`src/design/exptok_pkg.sv`:
```
// ----------------------------------------------------------------------------
// exptok_pkg: shared types and constants of the expression tokenizer
// Token kind codes, character classes, the queue entry format and keyword
// tables used by the front classifier and the back lexer.
// ----------------------------------------------------------------------------
package exptok_pkg;

  localparam int MANTISSA_BITS_DEF = 32;
  localparam int LENGTH_BITS_DEF   = 16;
  localparam int QUEUE_DEPTH_DEF   = 4;

  localparam int KIND_W   = 5;
  localparam int PLACES_W = 4;
  localparam int NUM_KW   = 6;

  localparam logic [KIND_W-1:0] KIND_NUM   = 5'd0;
  localparam logic [KIND_W-1:0] KIND_EQ    = 5'd1;
  localparam logic [KIND_W-1:0] KIND_DEQ   = 5'd2;
  localparam logic [KIND_W-1:0] KIND_TRUE  = 5'd3;
  localparam logic [KIND_W-1:0] KIND_FALSE = 5'd4;
  localparam logic [KIND_W-1:0] KIND_IF    = 5'd5;
  localparam logic [KIND_W-1:0] KIND_ELSE  = 5'd6;
  localparam logic [KIND_W-1:0] KIND_WORD  = 5'd7;
  localparam logic [KIND_W-1:0] KIND_PLUS  = 5'd8;
  localparam logic [KIND_W-1:0] KIND_NL    = 5'd9;
  localparam logic [KIND_W-1:0] KIND_MINUS = 5'd10;
  localparam logic [KIND_W-1:0] KIND_STAR  = 5'd11;
  localparam logic [KIND_W-1:0] KIND_SLASH = 5'd12;
  localparam logic [KIND_W-1:0] KIND_LPAR  = 5'd13;
  localparam logic [KIND_W-1:0] KIND_RPAR  = 5'd14;
  localparam logic [KIND_W-1:0] KIND_COMMA = 5'd15;
  localparam logic [KIND_W-1:0] KIND_SEMI  = 5'd16;
  localparam logic [KIND_W-1:0] KIND_LBRC  = 5'd17;
  localparam logic [KIND_W-1:0] KIND_RBRC  = 5'd18;
  localparam logic [KIND_W-1:0] KIND_BSL   = 5'd19;
  localparam logic [KIND_W-1:0] KIND_ERR   = 5'd20;
  localparam logic [KIND_W-1:0] KIND_EOF   = 5'd21;

  localparam logic [PLACES_W-1:0] MAX_PLACES = 4'd15;

  typedef enum logic [2:0] {
    CL_SPACE,
    CL_DIGIT,
    CL_WORD,
    CL_EQ,
    CL_DOT,
    CL_OTHER,
    CL_EOF
  } char_class_t;

  typedef struct packed {
    char_class_t       cls;
    logic [7:0]        ch;
    logic [KIND_W-1:0] skind;
  } q_item_t;

  // Token kind of a character that stands alone; unknown bytes give an error.
  function automatic logic [KIND_W-1:0] single_kind(input logic [7:0] ch);
    logic [KIND_W-1:0] k;
    begin
      case (ch)
        8'h2B:   k = KIND_PLUS;
        8'h0A:   k = KIND_NL;
        8'h2D:   k = KIND_MINUS;
        8'h2A:   k = KIND_STAR;
        8'h2F:   k = KIND_SLASH;
        8'h28:   k = KIND_LPAR;
        8'h29:   k = KIND_RPAR;
        8'h2C:   k = KIND_COMMA;
        8'h3B:   k = KIND_SEMI;
        8'h7B:   k = KIND_LBRC;
        8'h7D:   k = KIND_RBRC;
        8'h5C:   k = KIND_BSL;
        8'h3F:   k = KIND_IF;
        8'h3A:   k = KIND_ELSE;
        default: k = KIND_ERR;
      endcase
      return k;
    end
  endfunction

  // Keywords in priority order: TRUE, T, FALSE, F, if, else.
  function automatic logic [2:0] kw_len(input logic [2:0] k);
    logic [2:0] l;
    begin
      case (k)
        3'd0:    l = 3'd4;
        3'd1:    l = 3'd1;
        3'd2:    l = 3'd5;
        3'd3:    l = 3'd1;
        3'd4:    l = 3'd2;
        3'd5:    l = 3'd4;
        default: l = 3'd0;
      endcase
      return l;
    end
  endfunction

  function automatic logic [KIND_W-1:0] kw_kind(input logic [2:0] k);
    logic [KIND_W-1:0] r;
    begin
      case (k)
        3'd0, 3'd1: r = KIND_TRUE;
        3'd2, 3'd3: r = KIND_FALSE;
        3'd4:       r = KIND_IF;
        3'd5:       r = KIND_ELSE;
        default:    r = KIND_WORD;
      endcase
      return r;
    end
  endfunction

  function automatic logic [7:0] kw_char(input logic [2:0] k, input logic [2:0] idx);
    logic [7:0] c;
    begin
      c = 8'h00;
      case (k)
        3'd0, 3'd1: begin
          case (idx)
            3'd0:    c = 8'h54; // T
            3'd1:    c = 8'h52; // R
            3'd2:    c = 8'h55; // U
            3'd3:    c = 8'h45; // E
            default: c = 8'h00;
          endcase
        end
        3'd2, 3'd3: begin
          case (idx)
            3'd0:    c = 8'h46; // F
            3'd1:    c = 8'h41; // A
            3'd2:    c = 8'h4C; // L
            3'd3:    c = 8'h53; // S
            3'd4:    c = 8'h45; // E
            default: c = 8'h00;
          endcase
        end
        3'd4: begin
          case (idx)
            3'd0:    c = 8'h69; // i
            3'd1:    c = 8'h66; // f
            default: c = 8'h00;
          endcase
        end
        3'd5: begin
          case (idx)
            3'd0:    c = 8'h65; // e
            3'd1:    c = 8'h6C; // l
            3'd2:    c = 8'h73; // s
            3'd3:    c = 8'h65; // e
            default: c = 8'h00;
          endcase
        end
        default: c = 8'h00;
      endcase
      return c;
    end
  endfunction

endpackage

```
`src/design/exptok_front.sv`:
```
// ----------------------------------------------------------------------------
// exptok_front: input side classifier
// Takes source bytes, sorts each into a character class and writes it into
// the queue in front of the lexer.
// ----------------------------------------------------------------------------
module exptok_front
  import exptok_pkg::*;
(
  input  logic       in_tvalid,
  output logic       in_tready,
  input  logic [7:0] in_tdata,
  input  logic       in_tlast,
  input  logic       q_full,
  output logic       q_push,
  output q_item_t    q_item
);

  logic [7:0] ch;

  assign ch        = in_tdata;
  assign in_tready = !q_full;
  assign q_push    = in_tvalid && !q_full;

  always_comb begin
    q_item.ch    = ch;
    q_item.skind = single_kind(ch);
    if (in_tlast) begin
      q_item.cls = CL_EOF;
    end else if (ch == 8'h20 || ch == 8'h09) begin
      q_item.cls = CL_SPACE;
    end else if (ch inside {[8'h30:8'h39]}) begin
      q_item.cls = CL_DIGIT;
    end else if (ch inside {[8'h41:8'h5A], [8'h61:8'h7A], 8'h5F}) begin
      q_item.cls = CL_WORD;
    end else if (ch == 8'h3D) begin
      q_item.cls = CL_EQ;
    end else if (ch == 8'h2E) begin
      q_item.cls = CL_DOT;
    end else begin
      q_item.cls = CL_OTHER;
    end
  end

endmodule

```
`src/design/exptok_queue.sv`:
```
// ----------------------------------------------------------------------------
// exptok_queue: classified character queue
// Small first-in first-out buffer between classifier and lexer.
// ----------------------------------------------------------------------------
module exptok_queue
  import exptok_pkg::*;
#(
  parameter int DEPTH = QUEUE_DEPTH_DEF
) (
  input  logic    clk,
  input  logic    rst_n,
  input  logic    wr_en,
  input  q_item_t wr_item,
  output logic    full,
  input  logic    rd_en,
  output logic    rd_valid,
  output q_item_t rd_item
);

  localparam int PW = (DEPTH > 1) ? $clog2(DEPTH) : 1;
  localparam int CW = $clog2(DEPTH + 1);

  q_item_t       mem_r [DEPTH];
  logic [PW-1:0] wr_ptr_r, wr_ptr_nxt;
  logic [PW-1:0] rd_ptr_r, rd_ptr_nxt;
  logic [CW-1:0] count_r,  count_nxt;

  assign full     = (count_r == CW'(DEPTH));
  assign rd_valid = (count_r != '0);
  assign rd_item  = mem_r[rd_ptr_r];

  always_comb begin
    wr_ptr_nxt = wr_ptr_r;
    rd_ptr_nxt = rd_ptr_r;
    count_nxt  = count_r;
    if (wr_en) begin
      wr_ptr_nxt = (wr_ptr_r == PW'(DEPTH - 1)) ? '0 : wr_ptr_r + PW'(1);
    end
    if (rd_en) begin
      rd_ptr_nxt = (rd_ptr_r == PW'(DEPTH - 1)) ? '0 : rd_ptr_r + PW'(1);
    end
    if (wr_en && !rd_en) begin
      count_nxt = count_r + CW'(1);
    end else if (!wr_en && rd_en) begin
      count_nxt = count_r - CW'(1);
    end
  end

  always_ff @(posedge clk) begin
    if (!rst_n) begin
      wr_ptr_r <= '0;
      rd_ptr_r <= '0;
      count_r  <= '0;
    end else begin
      wr_ptr_r <= wr_ptr_nxt;
      rd_ptr_r <= rd_ptr_nxt;
      count_r  <= count_nxt;
    end
  end

  always_ff @(posedge clk) begin
    if (wr_en) begin
      mem_r[wr_ptr_r] <= wr_item;
    end
  end

endmodule

```
`src/design/exptok_back.sv`:
```
// ----------------------------------------------------------------------------
// exptok_back: lexer core and token buffer
// Pops classified characters, runs the lexing state machine and places up to
// two tokens per character in a three-entry token buffer whose head is the
// output register.
// ----------------------------------------------------------------------------
module exptok_back
  import exptok_pkg::*;
#(
  parameter int MANTISSA_BITS = MANTISSA_BITS_DEF,
  parameter int LENGTH_BITS   = LENGTH_BITS_DEF
) (
  input  logic                     clk,
  input  logic                     rst_n,
  input  logic                     q_valid,
  input  q_item_t                  q_item,
  output logic                     q_pop,
  output logic                     out_valid,
  input  logic                     out_ready,
  output logic [KIND_W-1:0]        out_kind,
  output logic [MANTISSA_BITS-1:0] out_mant,
  output logic [PLACES_W-1:0]      out_places,
  output logic                     out_sat,
  output logic [LENGTH_BITS-1:0]   out_len,
  output logic                     out_last
);

  localparam int MB        = MANTISSA_BITS;
  localparam int LB        = LENGTH_BITS;
  localparam int TOK_SLOTS = 3;

  typedef enum logic [2:0] {
    M_IDLE,
    M_INT,
    M_FRAC,
    M_WORD,
    M_EQ
  } mode_t;

  typedef struct packed {
    logic [KIND_W-1:0]   kind;
    logic [MB-1:0]       mant;
    logic [PLACES_W-1:0] places;
    logic                sat;
    logic [LB-1:0]       len;
    logic                last;
  } tok_t;

  mode_t                mode_r,    mode_nxt;
  logic [MB-1:0]        mant_r,    mant_nxt;
  logic [PLACES_W-1:0]  places_r,  places_nxt;
  logic                 ovf_r,     ovf_nxt;
  logic [LB-1:0]        run_r,     run_nxt;
  logic [NUM_KW-1:0]    cand_r,    cand_nxt;
  tok_t [TOK_SLOTS-1:0] tbuf_r,    tbuf_nxt;
  logic [1:0]           tcnt_r,    tcnt_nxt;
  tok_t [TOK_SLOTS-1:0] hold_buf;
  logic [1:0]           hold_cnt;

  // step results for the head character
  mode_t               s_mode;
  logic [MB-1:0]       s_mant;
  logic [PLACES_W-1:0] s_places;
  logic                s_ovf;
  logic [LB-1:0]       s_run;
  logic [NUM_KW-1:0]   s_cand;
  tok_t                res0, res1;
  logic                res0_v, res1_v;

  logic [MB+3:0]       wide;
  logic                fits;
  logic [NUM_KW-1:0]   wc_cand, st_cand;
  logic [LB-1:0]       run_inc;
  logic [KIND_W-1:0]   word_kind;
  tok_t                fl_tok, st_tok, sec_tok;
  logic                st_v, sec_v, do_flush, fl_v, slot_free;
  mode_t               st_mode;
  logic [MB-1:0]       st_mant;
  logic [LB-1:0]       st_run;

  // mantissa * 10 + digit, overflow when the top bits are set
  assign wide = ({4'b0, mant_r} << 3) + ({4'b0, mant_r} << 1) + (MB+4)'(q_item.ch[3:0]);
  assign fits = (wide[MB+3:MB] == 4'b0);
  assign run_inc = (run_r == '1) ? run_r : run_r + LB'(1);

  // keyword candidate update: continuing run and fresh run
  always_comb begin
    wc_cand = cand_r;
    st_cand = '1;
    for (int k = 0; k < NUM_KW; k++) begin
      if (run_r >= LB'(kw_len(3'(k))) || kw_char(3'(k), run_r[2:0]) != q_item.ch) begin
        wc_cand[k] = 1'b0;
      end
      if (kw_char(3'(k), 3'd0) != q_item.ch) begin
        st_cand[k] = 1'b0;
      end
    end
  end

  // first keyword in priority order that matches completely
  always_comb begin
    word_kind = KIND_WORD;
    for (int k = NUM_KW - 1; k >= 0; k--) begin
      if (cand_r[k] && run_r == LB'(kw_len(3'(k)))) begin
        word_kind = kw_kind(3'(k));
      end
    end
  end

  // token for the run that is open
  always_comb begin
    fl_tok = '0;
    fl_v   = 1'b0;
    case (mode_r)
      M_INT, M_FRAC: begin
        fl_v          = 1'b1;
        fl_tok.kind   = KIND_NUM;
        fl_tok.mant   = mant_r;
        fl_tok.places = places_r;
        fl_tok.sat    = ovf_r;
      end
      M_WORD: begin
        fl_v        = 1'b1;
        fl_tok.kind = word_kind;
        fl_tok.len  = run_r;
      end
      M_EQ: begin
        fl_v        = 1'b1;
        fl_tok.kind = (run_r == LB'(1)) ? KIND_EQ :
                      (run_r == LB'(2)) ? KIND_DEQ : KIND_ERR;
        fl_tok.len  = run_r;
      end
      default: fl_v = 1'b0;
    endcase
  end

  // character seen from a cleared state
  always_comb begin
    st_mode     = M_IDLE;
    st_mant     = '0;
    st_run      = '0;
    st_v        = 1'b0;
    st_tok      = '0;
    st_tok.kind = q_item.skind;
    case (q_item.cls)
      CL_SPACE: st_mode = M_IDLE;
      CL_DIGIT: begin
        st_mode = M_INT;
        st_mant = MB'(q_item.ch[3:0]);
      end
      CL_WORD: begin
        st_mode = M_WORD;
        st_run  = LB'(1);
      end
      CL_EQ: begin
        st_mode = M_EQ;
        st_run  = LB'(1);
      end
      default: st_v = 1'b1;
    endcase
  end

  // one lexing step
  always_comb begin
    s_mode   = mode_r;
    s_mant   = mant_r;
    s_places = places_r;
    s_ovf    = ovf_r;
    s_run    = run_r;
    s_cand   = cand_r;
    do_flush = 1'b0;
    sec_v    = 1'b0;
    sec_tok  = st_tok;
    if (q_item.cls == CL_EOF) begin
      do_flush     = 1'b1;
      sec_v        = 1'b1;
      sec_tok      = '0;
      sec_tok.kind = KIND_EOF;
      s_mode       = M_IDLE;
      s_mant       = '0;
      s_places     = '0;
      s_ovf        = 1'b0;
      s_run        = '0;
      s_cand       = '1;
    end else begin
      case (mode_r)
        M_INT: begin
          if (q_item.cls == CL_DIGIT) begin
            if (fits) begin
              s_mant = wide[MB-1:0];
            end else begin
              s_mant = '1;
              s_ovf  = 1'b1;
            end
          end else if (q_item.cls == CL_DOT) begin
            s_mode = M_FRAC;
          end else begin
            do_flush = 1'b1;
          end
        end
        M_FRAC: begin
          if (q_item.cls == CL_DIGIT) begin
            if (places_r != MAX_PLACES && fits) begin
              s_mant   = wide[MB-1:0];
              s_places = places_r + PLACES_W'(1);
            end else begin
              s_ovf = 1'b1;
            end
          end else begin
            do_flush = 1'b1;
          end
        end
        M_WORD: begin
          if (q_item.cls == CL_WORD) begin
            s_cand = wc_cand;
            s_run  = run_inc;
          end else begin
            do_flush = 1'b1;
          end
        end
        M_EQ: begin
          if (q_item.cls == CL_EQ) begin
            s_run = run_inc;
          end else begin
            do_flush = 1'b1;
          end
        end
        default: do_flush = 1'b1;
      endcase
      if (do_flush) begin
        sec_v    = st_v;
        s_mode   = st_mode;
        s_mant   = st_mant;
        s_places = '0;
        s_ovf    = 1'b0;
        s_run    = st_run;
        s_cand   = (q_item.cls == CL_WORD) ? st_cand : '1;
      end
    end
  end

  always_comb begin
    res0_v    = (do_flush && fl_v) || sec_v;
    res1_v    = do_flush && fl_v && sec_v;
    res0      = (do_flush && fl_v) ? fl_tok : sec_tok;
    res0.last = !res1_v;
    res1      = sec_tok;
    res1.last = 1'b1;
  end

  // tokens still held once this cycle's output transfer has gone
  always_comb begin
    hold_buf = tbuf_r;
    hold_cnt = tcnt_r;
    if (tcnt_r != 2'd0 && out_ready) begin
      hold_buf[0] = tbuf_r[1];
      hold_buf[1] = tbuf_r[2];
      hold_cnt    = tcnt_r - 2'd1;
    end
  end

  // a character is taken only when both of its possible tokens have room
  assign slot_free = (hold_cnt <= 2'd1);

  always_comb begin
    mode_nxt   = mode_r;
    mant_nxt   = mant_r;
    places_nxt = places_r;
    ovf_nxt    = ovf_r;
    run_nxt    = run_r;
    cand_nxt   = cand_r;
    tbuf_nxt   = hold_buf;
    tcnt_nxt   = hold_cnt;
    q_pop      = 1'b0;
    if (q_valid && slot_free) begin
      q_pop      = 1'b1;
      mode_nxt   = s_mode;
      mant_nxt   = s_mant;
      places_nxt = s_places;
      ovf_nxt    = s_ovf;
      run_nxt    = s_run;
      cand_nxt   = s_cand;
      if (res0_v) begin
        tbuf_nxt[hold_cnt] = res0;
        tcnt_nxt           = hold_cnt + 2'd1;
      end
      if (res1_v) begin
        tbuf_nxt[hold_cnt + 2'd1] = res1;
        tcnt_nxt                  = hold_cnt + 2'd2;
      end
    end
  end

  always_ff @(posedge clk) begin
    if (!rst_n) begin
      mode_r   <= M_IDLE;
      mant_r   <= '0;
      places_r <= '0;
      ovf_r    <= 1'b0;
      run_r    <= '0;
      cand_r   <= '1;
      tcnt_r   <= '0;
    end else begin
      mode_r   <= mode_nxt;
      mant_r   <= mant_nxt;
      places_r <= places_nxt;
      ovf_r    <= ovf_nxt;
      run_r    <= run_nxt;
      cand_r   <= cand_nxt;
      tcnt_r   <= tcnt_nxt;
    end
    tbuf_r <= tbuf_nxt;
  end

  assign out_valid  = (tcnt_r != 2'd0);
  assign out_kind   = tbuf_r[0].kind;
  assign out_mant   = tbuf_r[0].mant;
  assign out_places = tbuf_r[0].places;
  assign out_sat    = tbuf_r[0].sat;
  assign out_len    = tbuf_r[0].len;
  assign out_last   = tbuf_r[0].last;

endmodule

```
`src/design/expression_tokenizer_top.sv`:
```
// ----------------------------------------------------------------------------
// expression_tokenizer_top: character-serial expression tokenizer
// One source byte in per transfer, tokens out per transfer.
// ----------------------------------------------------------------------------
// Usage: feed source text one byte per input transfer; a transfer with in_tlast
// high ends the text (its byte is ignored), flushes any open token and gives
// an EOF token, after which a new text may start. Spaces and tabs are dropped.
// Numbers come out as mantissa plus count of fraction digits
// (value = mantissa / 10^places), saturating with a flag. Words, keywords and
// '=' runs carry their length. Each input transfer causes zero, one or two
// tokens; out_tlast marks the last token caused by a given input byte.
// Rate: one byte per clock, sustained. The lexer takes one classified byte a
// cycle and puts its tokens into a three-entry token buffer whose head drives
// the output; it takes a byte whenever two entries will be free after the
// current output transfer. A byte that gives two tokens leaves the lexer idle,
// so the next one gives at most one, and tokens never average more than one
// per byte: with out_tready high the buffer never holds the lexer up. The
// classified-character queue (QUEUE_DEPTH entries) takes up receiver stalls.
// A byte is written into the queue at its input transfer; the lexer step then
// pops it and writes its first token into the token buffer, whose head is the
// output register. The lexer state update is one shift-add of the mantissa
// and a compare per cycle.
// ----------------------------------------------------------------------------
module expression_tokenizer_top
  import exptok_pkg::*;
#(
  parameter int MANTISSA_BITS = MANTISSA_BITS_DEF,
  parameter int LENGTH_BITS   = LENGTH_BITS_DEF,
  parameter int QUEUE_DEPTH   = QUEUE_DEPTH_DEF,
  localparam int OUT_W = ((MANTISSA_BITS + PLACES_W + 1 + LENGTH_BITS + 7) / 8) * 8
) (
  input  logic              clk,
  input  logic              rst_n,
  // source bytes
  input  logic              in_tvalid,
  output logic              in_tready,
  input  logic [7:0]        in_tdata,   // [7:0] char_code
  input  logic              in_tlast,   // end_of_input
  // tokens
  output logic              out_tvalid,
  input  logic              out_tready,
  output logic [OUT_W-1:0]  out_tdata,  // number_mantissa, fraction_places,
                                        // number_saturated, text_length, zero pad
  output logic [KIND_W-1:0] out_tuser,  // token_kind
  output logic              out_tlast   // last_of_item
);

  logic                     q_full, q_push, q_pop, q_valid;
  q_item_t                  q_wr_item, q_rd_item;
  logic [MANTISSA_BITS-1:0] tok_mant;
  logic [PLACES_W-1:0]      tok_places;
  logic                     tok_sat;
  logic [LENGTH_BITS-1:0]   tok_len;

  // front: classify and enqueue
  exptok_front u_front (
    .in_tvalid (in_tvalid),
    .in_tready (in_tready),
    .in_tdata  (in_tdata),
    .in_tlast  (in_tlast),
    .q_full    (q_full),
    .q_push    (q_push),
    .q_item    (q_wr_item)
  );

  // decoupling queue
  exptok_queue #(
    .DEPTH (QUEUE_DEPTH)
  ) u_queue (
    .clk      (clk),
    .rst_n    (rst_n),
    .wr_en    (q_push),
    .wr_item  (q_wr_item),
    .full     (q_full),
    .rd_en    (q_pop),
    .rd_valid (q_valid),
    .rd_item  (q_rd_item)
  );

  // back: lexer and token buffer
  exptok_back #(
    .MANTISSA_BITS (MANTISSA_BITS),
    .LENGTH_BITS   (LENGTH_BITS)
  ) u_back (
    .clk        (clk),
    .rst_n      (rst_n),
    .q_valid    (q_valid),
    .q_item     (q_rd_item),
    .q_pop      (q_pop),
    .out_valid  (out_tvalid),
    .out_ready  (out_tready),
    .out_kind   (out_tuser),
    .out_mant   (tok_mant),
    .out_places (tok_places),
    .out_sat    (tok_sat),
    .out_len    (tok_len),
    .out_last   (out_tlast)
  );

  // fields packed from bit 0 up, zero padded to whole bytes
  assign out_tdata = OUT_W'({tok_len, tok_sat, tok_places, tok_mant});

  // EOF always closes the tokens of its input byte
  a_eof_last: assert property (@(posedge clk) disable iff (!rst_n)
    out_tvalid && out_tuser == KIND_EOF |-> out_tlast)
    else $error("EOF token without last marker");

  // only number tokens carry number fields
  a_num_fields: assert property (@(posedge clk) disable iff (!rst_n)
    out_tvalid && out_tuser != KIND_NUM |->
      tok_mant == '0 && tok_places == '0 && !tok_sat)
    else $error("number fields set on a non-number token");

  // lexer never pops an empty queue
  a_pop_valid: assert property (@(posedge clk) disable iff (!rst_n)
    q_pop |-> q_valid)
    else $error("queue popped while empty");

endmodule
```
`config.mk`:
```
export PLATFORM = sky130hd
export DESIGN_NAME = expression_tokenizer_top
export DESIGN_NICKNAME = d
export VERILOG_FILES = /design/src/design/exptok_pkg.sv /design/src/design/exptok_front.sv /design/src/design/exptok_queue.sv /design/src/design/exptok_back.sv /design/src/design/expression_tokenizer_top.sv
export SDC_FILE = /design/constraint.sdc
export NUM_CORES = 1
export LEC_CHECK = 0
export ABC_AREA = 1
export BUFFER_PORTS_ARGS = -buffer_cell sky130_fd_sc_hd__buf_4
export CAP_MARGIN = 20
export CORE_MARGIN = 4
export CORE_UTILIZATION = 55
export DETAILED_ROUTE_END_ITERATION = 10
export PLACE_DENSITY = 0.81
export SYNTH_ARGS = -nofsm -noshare
export SYNTH_HDL_FRONTEND = slang
export SYNTH_SLANG_ARGS = --single-unit
```
`constraint.sdc`:
```
create_clock -name clk -period 9.7 [get_ports clk]
set_clock_uncertainty 0.1 [all_clocks]
set_input_delay 0.485 -clock clk [delete_from_list [all_inputs] [get_ports clk]]
set_output_delay 0.485 -clock clk [all_outputs]
set_load 0.005 [all_outputs]
```
# == After elaboration in Yosys (flattened, before gate mapping) ==
# Memories as Yosys holds them, arrays and structs flattened. A register that Yosys moved wholly into a read port is not among the register bits.
# Cells that the tools add are included.
# word_totals
reg_bits,248
mem_bits_rw,64
in_bits,13
elab_cells,295
n_memories,1
# op_classes
add_sub_neg,11
n_lt_le_gt_ge,15
n_eq_ne,57
muxes,108
n_reduce_logical,70
# mem_list
name,words,word_bits,rd,rd_ports_with_merged_regs,wr,line,text
u_queue.mem_r,4,16,1,1,1,exptok_queue.sv:23,q_item_t mem_r [DEPTH];
# op_table
cell,n
two-way mux 177 bit,3
bitwise mux 177 bit,2
demux 59 bit (select 2 bit),2
two-way mux 118 bit,2
two-way mux 59 bit,4
two-way mux 32 bit,6
"== test 8 x 6 -> 1 bit, second input constant",13
two-way mux 16 bit,6
case mux 5 bit (14 select lines),1
case mux 32 bit (2 select lines),1
nonzero test 3 bit,15
two-way mux 3 bit,14
two-way mux 37 bit,1
adder 35 x 33 -> 36 bit,1
adder 36 x 4 -> 36 bit,1
AND reduction 4 bit,9
case mux 7 bit (5 select lines),1
two-way mux 1 bit,33
"== test 16 x 3 -> 1 bit, second input constant",2
"== test 8 x 7 -> 1 bit, second input constant",4
">= comparator 16 x 3 -> 1 bit, second input constant",2
inequality test 7 x 8 -> 1 bit,4
"inequality test 7 x 8 -> 1 bit, first input constant",4
case mux 16 bit (2 select lines),1
50 further kinds,129

# == Depth between registers and ports, before layout ==
# logic_depth
ltp_word,16
ltp_mapped,31
mapped_depth_nobuf,28

# == By module ==
# A second synthesis with hierarchy kept.
# unflattened
hier_cells,2599
area_unflattened_um2,19371.1
# modules_own_cells
module,instances,cells_each,area_per_inst_um2
exptok_back,1,2259,15972.8
exptok_queue,1,214,2815.2
exptok_front,1,121,549.3
expression_tokenizer_top,1,5,33.8

# == Least setup slack after synthesis ==
# OpenSTA, ideal clock, no wires.
# synth_timing
path_kind,reg2reg
start,register u_back.tcnt_r[0]
end,register u_back.tbuf_r (netlist bit u_back.hold_buf[118]) (enable)
setup_time_ps,446
arrival_ps,3883
required_ps,9154
path_slack_ps,5271
path_stages_with_launch,13
period_less_slack_ps,4429
cell_sequence,dfxtp_1 > inv_1 > ha_1 > inv_2 > nand2_1 > clkbuf_1 > xor2_1 > inv_1 > ha_1 > o21ai_2 > inv_2 > clkbuf_1 > buf_1
# synth_between
elab_chain_len,5
word_cells_on_any_way,6
cone_classes,1 x add/sub; 1 x order compare; 1 x mux; 3 x reduce/logical
# synth_lines
element,line,text
from (decl),exptok_back.sv:56,"logic [1:0] tcnt_r, tcnt_nxt;"
from (signal assigned),exptok_back.sv:310,tcnt_r <= tcnt_nxt;
nonzero test 2 bit,n/a,
named net out_tvalid,expression_tokenizer_top.sv:40,"output logic out_tvalid,"
logical AND 1 bit,exptok_back.sv:255,if (tcnt_r != 2'd0 && out_ready) begin
two-way mux 2 bit,exptok_back.sv:255,
less-or-equal comparator 2 x 1 -> 1 bit,exptok_back.sv:263,assign slot_free = (hold_cnt <= 2'd1);
logical AND 1 bit,exptok_back.sv:275,if (q_valid && slot_free) begin
to (signal assigned),exptok_back.sv:312,tbuf_r <= tbuf_nxt;
to (decl),exptok_back.sv:55,"tok_t [TOK_SLOTS-1:0] tbuf_r, tbuf_nxt;"
# The timed path passes the listed nets, and every way through them passes these cells.
# A chain may end at the register's enable or synchronous reset.

==> results.py <==
metrics = {
    "hold_path": {
        "hold_end": "u_queue.mem_r[1][11]$_DFFE_PP_",
        "min-delay-start": "in_tdata[6]",
        "min_path_type": "input pin to register",
        "hold_depth": 1,
    },
    "yosys": {
        "ys_warn_count": 0,
        "synth_edf_count": 123,
        "synthTopCellsByArea": "dfxtp_1, edfxtp_1, nand2_1, nand3_1, mux2i_1",
        "synth-async-reset-ratio_pct": 0,
        "ys_seq_area_share_pct": 38.92,
        "syn_avg_cell_area_um2": 7.538,
        "synth_seq_cells": 314,
        "synth_cell_types": 58,
        "syn_area_um2": 19310,
        "synth_top_area_cell": "dfxtp_1",
        "synth_cells": 2562,
        "ys.flop_type": "dfxtp_1",
        "synth.top_cell.area_share_pct": 19.80,
    },
    "layout": {
        "antenna_cells": 0,
        "fin_area_um2": 20790,
        "drive_above_1_share_pct": 7.549,
        "layout_commonest_cell": "nand2_1",
        "synthToLayoutAreaGrowth_pct": 7.651,
        "final_cell_mix": "nand2_1, nand3_1, dfxtp_1",
        "post-route-util_pct": 60.04,
        "finalNetCount": 2602,
        "nFillCells": 2940,
    },
    "route": {
        "routed-wl-met3_um": 3877,
        "ant_nets": 0,
        "vias": 17460,
        "remaining_drc_errors": 0,
        "wire_per_inst_um": 17.04,
        "wl_met1_um": 22430,
        "routed_via_density": 5.850,
        "drtIter0Drc": 1909,
        "wl_um": 50860,
        "wl_met2_um": 23460,
        "drt_first_pass_iters": 6,
        "routed.top_layer": "met4",
    },
    "sta": {
        "slew_viol_final": 0,
        "rsz0062_at_grt": "no",
        "max_freq_ghz": 0.2008,
        "setup_viol": 0,
        "fin_crit_sh_pct": 51.33,
        "hold_viol": 0,
        "worst_pin_slew_ns": 1.156,
        "slew_headroom_pct": 22.80,
        "finalSetupTns_ns": 0,
        "fin_crit_ns": 4.979,
    },
    "setup_path": {
        "ff2ff_path_depth": 25,
        "critPathMaxFanout": 35,
        "cp.arrival_ns": 5.32,
        "cp_data_required_time_ns": 10.04,
        "crit_top_cell": "nand2_1",
        "critical-path-max-stage-delay_ns": 0.76,
        "r2r_slack_ns": 4.72,
        "criticalPathCategory": "register to register",
        "worstReg2RegEnd": "u_back.mant_r[29]$_SDFFE_PN0P_",
        "cpMaxStageDelayCell": "a21oi_4",
        "worstSetupEndpointType": "register",
        "crit_path_start_kind": "register",
    },
    "pwr": {
        "clkPwrFrac_pct": 18.2,
        "p_per_area_nw_per_um2": 362.4,
        "p_int_mw": 4.104,
        "switching_share_pct": 45.53,
        "pwr-share-seq_pct": 29.9,
        "power_leakage_nw": 9.626,
        "peakVddDrop_uv": 258.9,
        "power_frac_comb_pct": 51.9,
        "p_sw_mw": 3.430,
        "finalPower_mw": 7.534,
    },
    "die": {
        "num_rows": 68,
        "dieArea_um2": 38180,
        "coreArea_um2": 34630,
        "boundaryPins": 77,
        "die_x_um": 195.4,
        "start_util_pct": 55.77,
        "dieHeight_um": 195.4,
    },
    "cts": {
        "cts.clk_slew.worst_paths_ns": 0.06,
        "cts.sinks": 314,
        "ctsResizeCount": 0,
        "cts_buffers": 35,
        "h-tree-depth": 2,
        "ctsLongestPathBuffers": 3,
        "clk-insertion-delay-late_ns": 0.52,
        "cts-root-buf": "clkbuf_16",
        "cts_setup_buffers": 0,
        "tritoncts": "built",
        "cts_hold_buf": 0,
    },
    "grt": {
        "grt_max_degree": 91,
        "groute.usage.overall_pct": 25.62,
        "grt_pass1_vias": 16580,
        "overflow": 0,
        "antenna_found_initial": 0,
        "grt_first_pass_wirelength_um": 83280,
    },
    "flow_run": {
        "maxCapViolations": 0,
    },
    "outcome": {
        "outcome": "complete, no violations",
    },
    "placement": {
        "place.gp.congestion": 1.001,
        "io_buffers": 73,
        "place_area_um2": 19520,
        "dp_hpwl_um": 33800,
    },
}
-- cells in the mapped netlist, types with 7 or more instances --
master    number
a211oi_1      27
a21oi_1      166
buf_2         42
buf_4         67
buf_6          7
clkbuf_1      65
dfxtp_1      191
edfxtp_1     123
ha_1          82
inv_1        182
inv_2         16
mux2i_1      109
nand2_1      670
nand3_1      250
nand4_1       16
nor2_1       167
nor3_1        29
nor4_1        12
o21ai_0      149
o21ai_1       66
xnor2_1       16
xor2_1        24
-- kinds of logic (layout without fill, tap and decap cells) --
group | count (synthesis) | after routing | share of synthesized area (%)
xor gates and xnor gates | 40 | 40 | 1.814
buffers and inverters | 386 | 352 | 9.362
and+or+nand+nor | 1169 | 1169 | 25.56
other | 1 | 3 | 0.01942
adders and majority gates | 85 | 85 | 5.624
AOI/OAI and AO/OA | 455 | 455 | 12.87
DFF | 314 | 314 | 38.92
muxes | 112 | 112 | 5.824
-- critical path, delay by kind of cell (launching register included) --
family / cells / cell delay [ns]
AND/OR/NAND/NOR: 15 / 1.68
AO/OA/AOI/OAI: 2 / 0.94
buffers and inverters: 5 / 0.92
adder cells (fa/ha/maj): 3 / 0.91
flip-flops: 1 / 0.31
-- through the flow --
stage	cells	hold slack, ns	setup WS, ns
2_1_floorplan	2564	0.3347	5.271
3_3_place_gp	2917	0.3481	4.813
3_5_place_dp	2918	0.3533	4.599
4_1_cts	2981	0.09263	4.572
5_1_grt	2985	0.1031	4.121
6_report	2985	0.1130	4.721
-- worst max path at each step --
stage                           startpoint                              to  slack (ns)  cells after the start
2_1_floorplan  u_back.tcnt_r[0]$_SDFF_PN0_  u_back.hold_buf[118]$_DFFE_PP_        5.27                     12
3_3_place_gp                      register   u_back.mant_r[0]$_SDFFE_PN0P_        4.81                     28
3_5_place_dp                      register   u_back.mant_r[3]$_SDFFE_PN0P_        4.60                     26
4_1_cts                           register   u_back.mant_r[3]$_SDFFE_PN0P_        4.57                     26
5_1_grt                           register  u_back.mant_r[23]$_SDFFE_PN0P_        4.12                     25
6_report                          register  u_back.mant_r[29]$_SDFFE_PN0P_        4.72                     25
-- metal layers --
metal	up-vias	global-route usage (%)
li1	8466	-
met1	8176	35.83
met2	725	41.71
met3	94	3.882
met4	0	6.905
met5	-	0
-- power by group through the flow --
stage               Combinational (mW)  Sequential (mW)  Clock [mW]
floorplan                         3.09             2.17           0
global route                      4.36             2.29        1.43
finish                            3.91             2.25        1.37
detailed placement                3.80             2.26           0
CTS                               3.83             2.24        1.38
global placement                  3.65             2.24           0
-- final cells by class --
class	count	area (um2)	area share, %
clock buffers	55	1074	5.164
well taps	455	569.3	2.738
clock inverters	8	117.6	0.5657
repair buffers	90	735.7	3.539
flip-flops and latches	314	7517	36.16
inverters	199	752.0	3.617
multi-input cells	1864	10020	48.22
-- registers in the layout, summed over array words and instances, names as in the netlist, 4 cells and up, named ones only --
register and flops:
u_back.hold_buf 59, u_back.out_len 16, u_back.out_mant 32, u_back.places_r 4, u_back.tbuf_r 59, u_back.run_r 16
u_queue.mem_r 64, u_back.cand_r 6, u_back.out_places 4, u_back.out_kind 5, u_back.mant_r 32
Note: power is estimated with default switching activity, not from simulation.
